$ cat src/sv/rkc_pkg.sv
// Shared types, constants and codes of the 3x3 RGB convolution core.
package rkc_pkg;

   localparam int MAX_WIDTH_DEF = 1024;
   localparam int COEF_FRAC_DEF = 8;

   localparam int PIX_W        = 24;
   localparam int CH_W         = 8;
   localparam int ROW_W        = 10;
   localparam int HEIGHT_LIMIT = 1024;
   localparam int SIZE_W       = 11;
   localparam int COEF_W       = 16;
   localparam int KROW_W       = 48;
   localparam int CSR_IDX_W    = 3;
   localparam int PIX_MAX      = 255;

   localparam logic [CSR_IDX_W-1:0] REG_WIDTH  = 3'd0;
   localparam logic [CSR_IDX_W-1:0] REG_HEIGHT = 3'd1;
   localparam logic [CSR_IDX_W-1:0] REG_K0     = 3'd2;
   localparam logic [CSR_IDX_W-1:0] REG_K1     = 3'd3;
   localparam logic [CSR_IDX_W-1:0] REG_K2     = 3'd4;

   localparam logic [2:0] OP_NONE      = 3'd0;
   localparam logic [2:0] OP_FILT      = 3'd1;
   localparam logic [2:0] OP_PASS      = 3'd2;
   localparam logic [2:0] OP_DRAIN_UP  = 3'd3;
   localparam logic [2:0] OP_DRAIN_MID = 3'd4;

   typedef struct packed {
      logic            func;
      logic [CH_W-1:0] red_in;
      logic [CH_W-1:0] green_in;
      logic [CH_W-1:0] blue_in;
   } rkc_req_type;

   typedef struct packed {
      logic [CH_W-1:0] red_out;
      logic [CH_W-1:0] green_out;
      logic [CH_W-1:0] blue_out;
      logic            last_of_frame;
   } rkc_rsp_type;

   typedef struct packed {
      logic [2:0] op;
      logic       last;
   } rkc_slot_type;

endpackage

$ cat src/sv/rkc_ctrl.sv
// Position counters, image size registers and per-item result decision.
module rkc_ctrl #(
   parameter int MAX_WIDTH = rkc_pkg::MAX_WIDTH_DEF
) (
   input  logic                           clock,
   input  logic                           reset,
   input  logic                           csr_wr,
   input  logic [rkc_pkg::CSR_IDX_W-1:0]  csr_index,
   input  logic [rkc_pkg::SIZE_W-1:0]     csr_size,
   input  logic                           accept,
   input  logic                           func,
   output rkc_pkg::rkc_slot_type          slot,
   output logic [$clog2(MAX_WIDTH)-1:0]   rd_addr
);
   import rkc_pkg::*;

   localparam int CW = $clog2(MAX_WIDTH);
   localparam int WW = (SIZE_W > CW + 1) ? SIZE_W : CW + 1;
   localparam int PW = CW + 2;
   localparam int WIDTH_RST_M1 = (640 > MAX_WIDTH) ? MAX_WIDTH - 1 : 639;

   logic [CW-1:0]    w_m1_ff, w_m1_in;
   logic [ROW_W-1:0] h_m1_ff, h_m1_in;
   logic [CW-1:0]    in_col_ff, in_col_in, out_col_ff, out_col_in;
   logic [ROW_W-1:0] in_row_ff, in_row_in, out_row_ff, out_row_in;
   logic [PW-1:0]    pend_ff, pend_in;
   logic [WW-1:0]    wv;
   logic [PW-1:0]    pend_inc;
   logic             out_edge, out_last;

   // clamp size writes to the supported range
   always_comb begin
      wv = WW'(csr_size);
      w_m1_in = w_m1_ff;
      h_m1_in = h_m1_ff;
      if (csr_wr && csr_index == REG_WIDTH) begin
         if (wv < WW'(3)) begin
            w_m1_in = CW'(2);
         end else if (wv > WW'(MAX_WIDTH)) begin
            w_m1_in = CW'(MAX_WIDTH - 1);
         end else begin
            w_m1_in = CW'(wv - WW'(1));
         end
      end
      if (csr_wr && csr_index == REG_HEIGHT) begin
         if (csr_size < SIZE_W'(3)) begin
            h_m1_in = ROW_W'(2);
         end else if (csr_size > SIZE_W'(HEIGHT_LIMIT)) begin
            h_m1_in = ROW_W'(HEIGHT_LIMIT - 1);
         end else begin
            h_m1_in = ROW_W'(csr_size - SIZE_W'(1));
         end
      end
   end

   assign out_edge = (out_col_ff == '0) || (out_col_ff == w_m1_ff) ||
                     (out_row_ff == '0) || (out_row_ff == h_m1_ff);
   assign out_last = (out_col_ff == w_m1_ff) && (out_row_ff == h_m1_ff);
   assign pend_inc = pend_ff + PW'(1);

   always_comb begin
      in_col_in  = in_col_ff;
      in_row_in  = in_row_ff;
      out_col_in = out_col_ff;
      out_row_in = out_row_ff;
      pend_in    = pend_ff;
      slot.op    = OP_NONE;
      slot.last  = out_last;
      rd_addr    = func ? out_col_ff : in_col_ff;
      if (csr_wr && (csr_index == REG_WIDTH || csr_index == REG_HEIGHT)) begin
         in_col_in  = '0;
         in_row_in  = '0;
         out_col_in = '0;
         out_row_in = '0;
         pend_in    = '0;
      end else if (accept) begin
         if (!func) begin
            if (in_col_ff == w_m1_ff) begin
               in_col_in = '0;
               in_row_in = (in_row_ff == h_m1_ff) ? '0 : in_row_ff + ROW_W'(1);
            end else begin
               in_col_in = in_col_ff + CW'(1);
            end
            pend_in = pend_inc;
            // lag reached one row plus one pixel: emit the next result
            if (pend_inc == PW'(w_m1_ff) + PW'(3)) begin
               pend_in = pend_ff;
               slot.op = out_edge ? OP_PASS : OP_FILT;
            end
         end else if (in_col_ff == '0 && in_row_ff == '0 && pend_ff != '0) begin
            pend_in = pend_ff - PW'(1);
            slot.op = (out_row_ff == h_m1_ff) ? OP_DRAIN_MID : OP_DRAIN_UP;
         end
         if (slot.op != OP_NONE) begin
            if (out_col_ff == w_m1_ff) begin
               out_col_in = '0;
               out_row_in = (out_row_ff == h_m1_ff) ? '0 : out_row_ff + ROW_W'(1);
            end else begin
               out_col_in = out_col_ff + CW'(1);
            end
         end
      end
   end

   always_ff @(posedge clock) begin
      if (reset) begin
         w_m1_ff    <= CW'(WIDTH_RST_M1);
         h_m1_ff    <= ROW_W'(479);
         in_col_ff  <= '0;
         in_row_ff  <= '0;
         out_col_ff <= '0;
         out_row_ff <= '0;
         pend_ff    <= '0;
      end else begin
         w_m1_ff    <= w_m1_in;
         h_m1_ff    <= h_m1_in;
         in_col_ff  <= in_col_in;
         in_row_ff  <= in_row_in;
         out_col_ff <= out_col_in;
         out_row_ff <= out_row_in;
         pend_ff    <= pend_in;
      end
   end
endmodule

$ cat config.mk
export PLATFORM = sky130hd
export DESIGN_NAME = rkc_ctrl
export DESIGN_NICKNAME = d
export VERILOG_FILES = /design/src/sv/rkc_pkg.sv /design/src/sv/rkc_ctrl.sv
export SDC_FILE = /design/constraint.sdc
export NUM_CORES = 1
export LEC_CHECK = 0
export BUFFER_PORTS_ARGS = -buffer_cell sky130_fd_sc_hd__buf_2
export CAP_MARGIN = 20
export CELL_PAD_IN_SITES_DETAIL_PLACEMENT = 0
export CELL_PAD_IN_SITES_GLOBAL_PLACEMENT = 1
export CORE_MARGIN = 2
export CORE_UTILIZATION = 45
export CTS_CLUSTER_DIAMETER = 60
export DETAILED_ROUTE_END_ITERATION = 16
export PLACE_DENSITY_LB_ADDON = 0.1
export RECOVER_POWER = 50
export SYNTH_ARGS = -nofsm -noshare
export SYNTH_HDL_FRONTEND = slang
export SYNTH_SLANG_ARGS = --single-unit
$ cat constraint.sdc
create_clock -name clock -period 6.3 [get_ports clock]
set_input_delay 0.315 -clock clock [delete_from_list [all_inputs] [get_ports clock]]
set_output_delay 0.315 -clock clock [all_outputs]
set_load 0.03 [all_outputs]
==> flow_summary_export.csv <==
group,metric,value,unit
synthesis,postSynthAreaPerCell,7.96,µm²
timing,worst_slew_pin_slew,1320,ps
run_status,status,"completed",
critical_path,path_class,"flop to output pin",
timing,fin_setup_tns,0,ps
grt,grt-ovfl-total,0,
synthesis,warnings_synthesis,0,
clock_network,clock_latency,370,ps
placed_design,finalWeightedCongestion,0.855,
layout,number_of_nets_at_the_end_of_the_flow,666,
timing,post_layout_min_period,3630,ps
timing,max_freq,275,MHz
grt,grt_start_max_net_pins,39,
synthesis,synthesis.instances,630,
layout,n_antenna_cell,0,
timing,final_hold_viol_count,0,
clock_network,clock_sinks,72,
clock_network,h-tree-depth,3,
critical_path,critPathCaptureType,"output pin",
timing,finalSetupViolations,0,
detailed_routing,drt_iter0_drc,209,
layout,drive_gt1_frac,0.0953,
placed_design,post-place-ws,2960,ps
synthesis,synth_top_flop_cell,"sky130_fd_sc_hd__dfxtp_1",
layout,flow.area_growth_from_synthesis,8.14,%
synthesis,synth_most_common_cell,"sky130_fd_sc_hd__dfxtp_1",
timing,tightest_hold_margin,334,ps
detailed_routing,post_drt_via_cell_ratio,5.72,
critical_path,critPathLaunchType,"flop",
timing,final.period_utilization,0.577,
synthesis,post-synth-top-area-fraction,0.288,
timing,grt_setup_unrepaired,"no",
synthesis,synth_top_cell_by_area,"sky130_fd_sc_hd__dfxtp_1",
synthesis,synth_register_bits,72,
grt,groute.usage.overall,0.233,
grt,first_pass_grt_wire_length,21400,µm
clock_network,clock_tree.root_cell,"sky130_fd_sc_hd__clkbuf_8",
detailed_routing,drt-pass1-iter-count,4,
floorplanning,rows,38,
synthesis,post_syn_nets,661,
clock_network,cts_tree,"yes",
synthesis,async_s_r_ff_share_synth,0,
detailed_routing,vias,4463,
layout,finalCoreUtilization,0.500,
synthesis,synth_area_leaders,"sky130_fd_sc_hd__dfxtp_1, sky130_fd_sc_hd__xnor2_1, sky130_fd_sc_hd__xor2_1",
hold_path,worstHoldPathType,"input port to flop",
floorplanning,floorplan.die_area,0.0120,mm²
synthesis,seq_area_frac_synth,0.288,
layout,final.fill_count,1085,
clock_network,cts_max_path_buffers,2,
timing,slew-limit-headroom,0.119,
detailed_routing,ant_nets,0,
run,timing.max_cap.violations,0,
power_and_ir_drop,worst_vdd_ir,0.127,mV
power_and_ir_drop,p_total,0.00126,W
detailed_routing,routedWlPerCell,17.0,µm
detailed_routing,drt_drc_violations_left,0,
synthesis,synth_area,0.00501,mm²
floorplanning,dieHeight,110,µm
floorplanning,initial_core_util,0.462,
timing,number_of_slew_limit_violations_in_the_final_report,0,
clock_network,post_cts.resized_instances,0,
clock_network,path_clk_slew,90,ps
synthesis,synth.cells.most_frequent,"sky130_fd_sc_hd__dfxtp_1, sky130_fd_sc_hd__nor2_1, sky130_fd_sc_hd__xnor2_1",
power_and_ir_drop,cellLeakagePower,1.97,nW
clock_network,cts.hold.buffers_added,0,
timing,finalClockSkew,15.2,ps
clock_network,cts.repair_timing.setup_buffer_count,0,
clock_network,cts_inserted_buffers,9,
critical_path,path_max_fanout,7,
critical_path,timing.critical_path.required,5980,ps
floorplanning,die_w,110,µm
grt,number_of_global_route_vias_before_repair,4170,
floorplanning,io-pin-count,33,
timing,final_critical_path_setup_slack,2670,ps
placed_design,post-dp-hpwl,9600,µm
power_and_ir_drop,power.density_cell_area,232,mW/mm²
synthesis,synth_enable_flop_cells,0,
placed_design,place.port_buffers,32,
detailed_routing,detail_route.wirelength,13300,µm
synthesis,synthDistinctLibCells,56,
grt,antenna_found_initial,0,
floorplanning,core_outline_area,0.0108,mm²
critical_path,cp_data_arrival_time,3320,ps
-- report_power, final --
group	switching, W	internal, W	total (W)
clock	0.000198	0.000276	0.000474
sequential	0.0000393	0.000473	0.000512
combinational	0.000161	0.000111	0.000271
-- state kept, by name, summed over array words and instances, names as in the netlist --
| name | count |
|---|---|
| pend_ff | 12 |
| h_m1_ff | 10 |
| in_col_ff | 10 |
| in_row_ff | 10 |
| out_col_ff | 10 |
| out_row_ff | 10 |
| w_m1_ff | 10 |
-- cells in the final DEF (no fill, tap or decap), types with 7 or more instances in the layout --
cell type                  instances
sky130_fd_sc_hd__dfxtp_1          72
sky130_fd_sc_hd__nor2_1           60
sky130_fd_sc_hd__xnor2_1          57
sky130_fd_sc_hd__nand2_1          43
sky130_fd_sc_hd__a21oi_1          34
sky130_fd_sc_hd__xor2_1           32
sky130_fd_sc_hd__o21ai_0          31
sky130_fd_sc_hd__inv_1            25
sky130_fd_sc_hd__nand3_1          21
sky130_fd_sc_hd__buf_2            21
sky130_fd_sc_hd__nor4_1           20
sky130_fd_sc_hd__a211o_1          16
sky130_fd_sc_hd__and3_1           15
sky130_fd_sc_hd__nand4_1          14
sky130_fd_sc_hd__o31ai_1          14
sky130_fd_sc_hd__nor3_1           13
sky130_fd_sc_hd__ha_1             12
sky130_fd_sc_hd__clkbuf_1         12
sky130_fd_sc_hd__or4_1            11
sky130_fd_sc_hd__clkbuf_8         10
sky130_fd_sc_hd__or3_1             9
sky130_fd_sc_hd__mux2i_1           8
sky130_fd_sc_hd__mux2_2            7
-- per-layer routing --
layer | vias up | wire, µm | track usage
met1 | 2107 | 6340 | 0.305
li1 | 2257 | - | -
met4 | 0 | 246 | 0.0904
met2 | 80 | 6200 | 0.381
met5 | - | 0 | 0
met3 | 19 | 473 | 0.0415
-- cell type report --
class                           count  area (µm²)  share of cell area
Tap cell                          140         175              0.0323
Timing Repair Buffer               37         180              0.0332
Clock inverter                      6         115              0.0212
Sequential cell                    72        1440               0.266
Multi-Input combinational cell    490        3280               0.605
Clock buffer                       10         138              0.0254
Inverter                           25        93.8              0.0173
-- metrics by stage --
step	cells	cell area, µm²
global placement	764	5180
floorplan	630	5010
detailed placement	764	5180
CTS	780	5440
global route	780	5420
finish	780	5420
-- final timing paths --
path	to	cells after the start	slack [ps]	startpoint
hold reg to reg	out_row_ff[9]	2	530	out_row_ff[9]
setup reg to reg	out_row_ff[1]	10	2920	pend_ff[0]
hold / removal	w_m1_ff[7]	2	330	reset
setup / recovery	slot[1]	10	2670	pend_ff[0]
-- kinds of logic (layout without fill, tap and decap cells) --
kind of cell,after synthesis,count (layout),share of synthesized area
buffers and inverters,68,78,0.0587
multiplexers,15,15,0.0317
XOR/XNOR,89,89,0.156
AO/OA/AOI/OAI,122,122,0.158
AND/OR/NAND/NOR,252,252,0.279
flip-flops,72,72,0.288
adder cells (fa/ha/maj),12,12,0.0300
-- critical path, cell delays in order (launching register included) --
cell and delay (ps):
sky130_fd_sc_hd__dfxtp_1 440, sky130_fd_sc_hd__ha_1 330, sky130_fd_sc_hd__nand4_4 150, sky130_fd_sc_hd__o31a_1 340, sky130_fd_sc_hd__or3_1 380, sky130_fd_sc_hd__a22oi_2 160
sky130_fd_sc_hd__nor4b_4 450, sky130_fd_sc_hd__and2_1 260, sky130_fd_sc_hd__a21oi_1 80, sky130_fd_sc_hd__nor3_1 140, sky130_fd_sc_hd__buf_2 220
(Power assumes the default switching activity.)
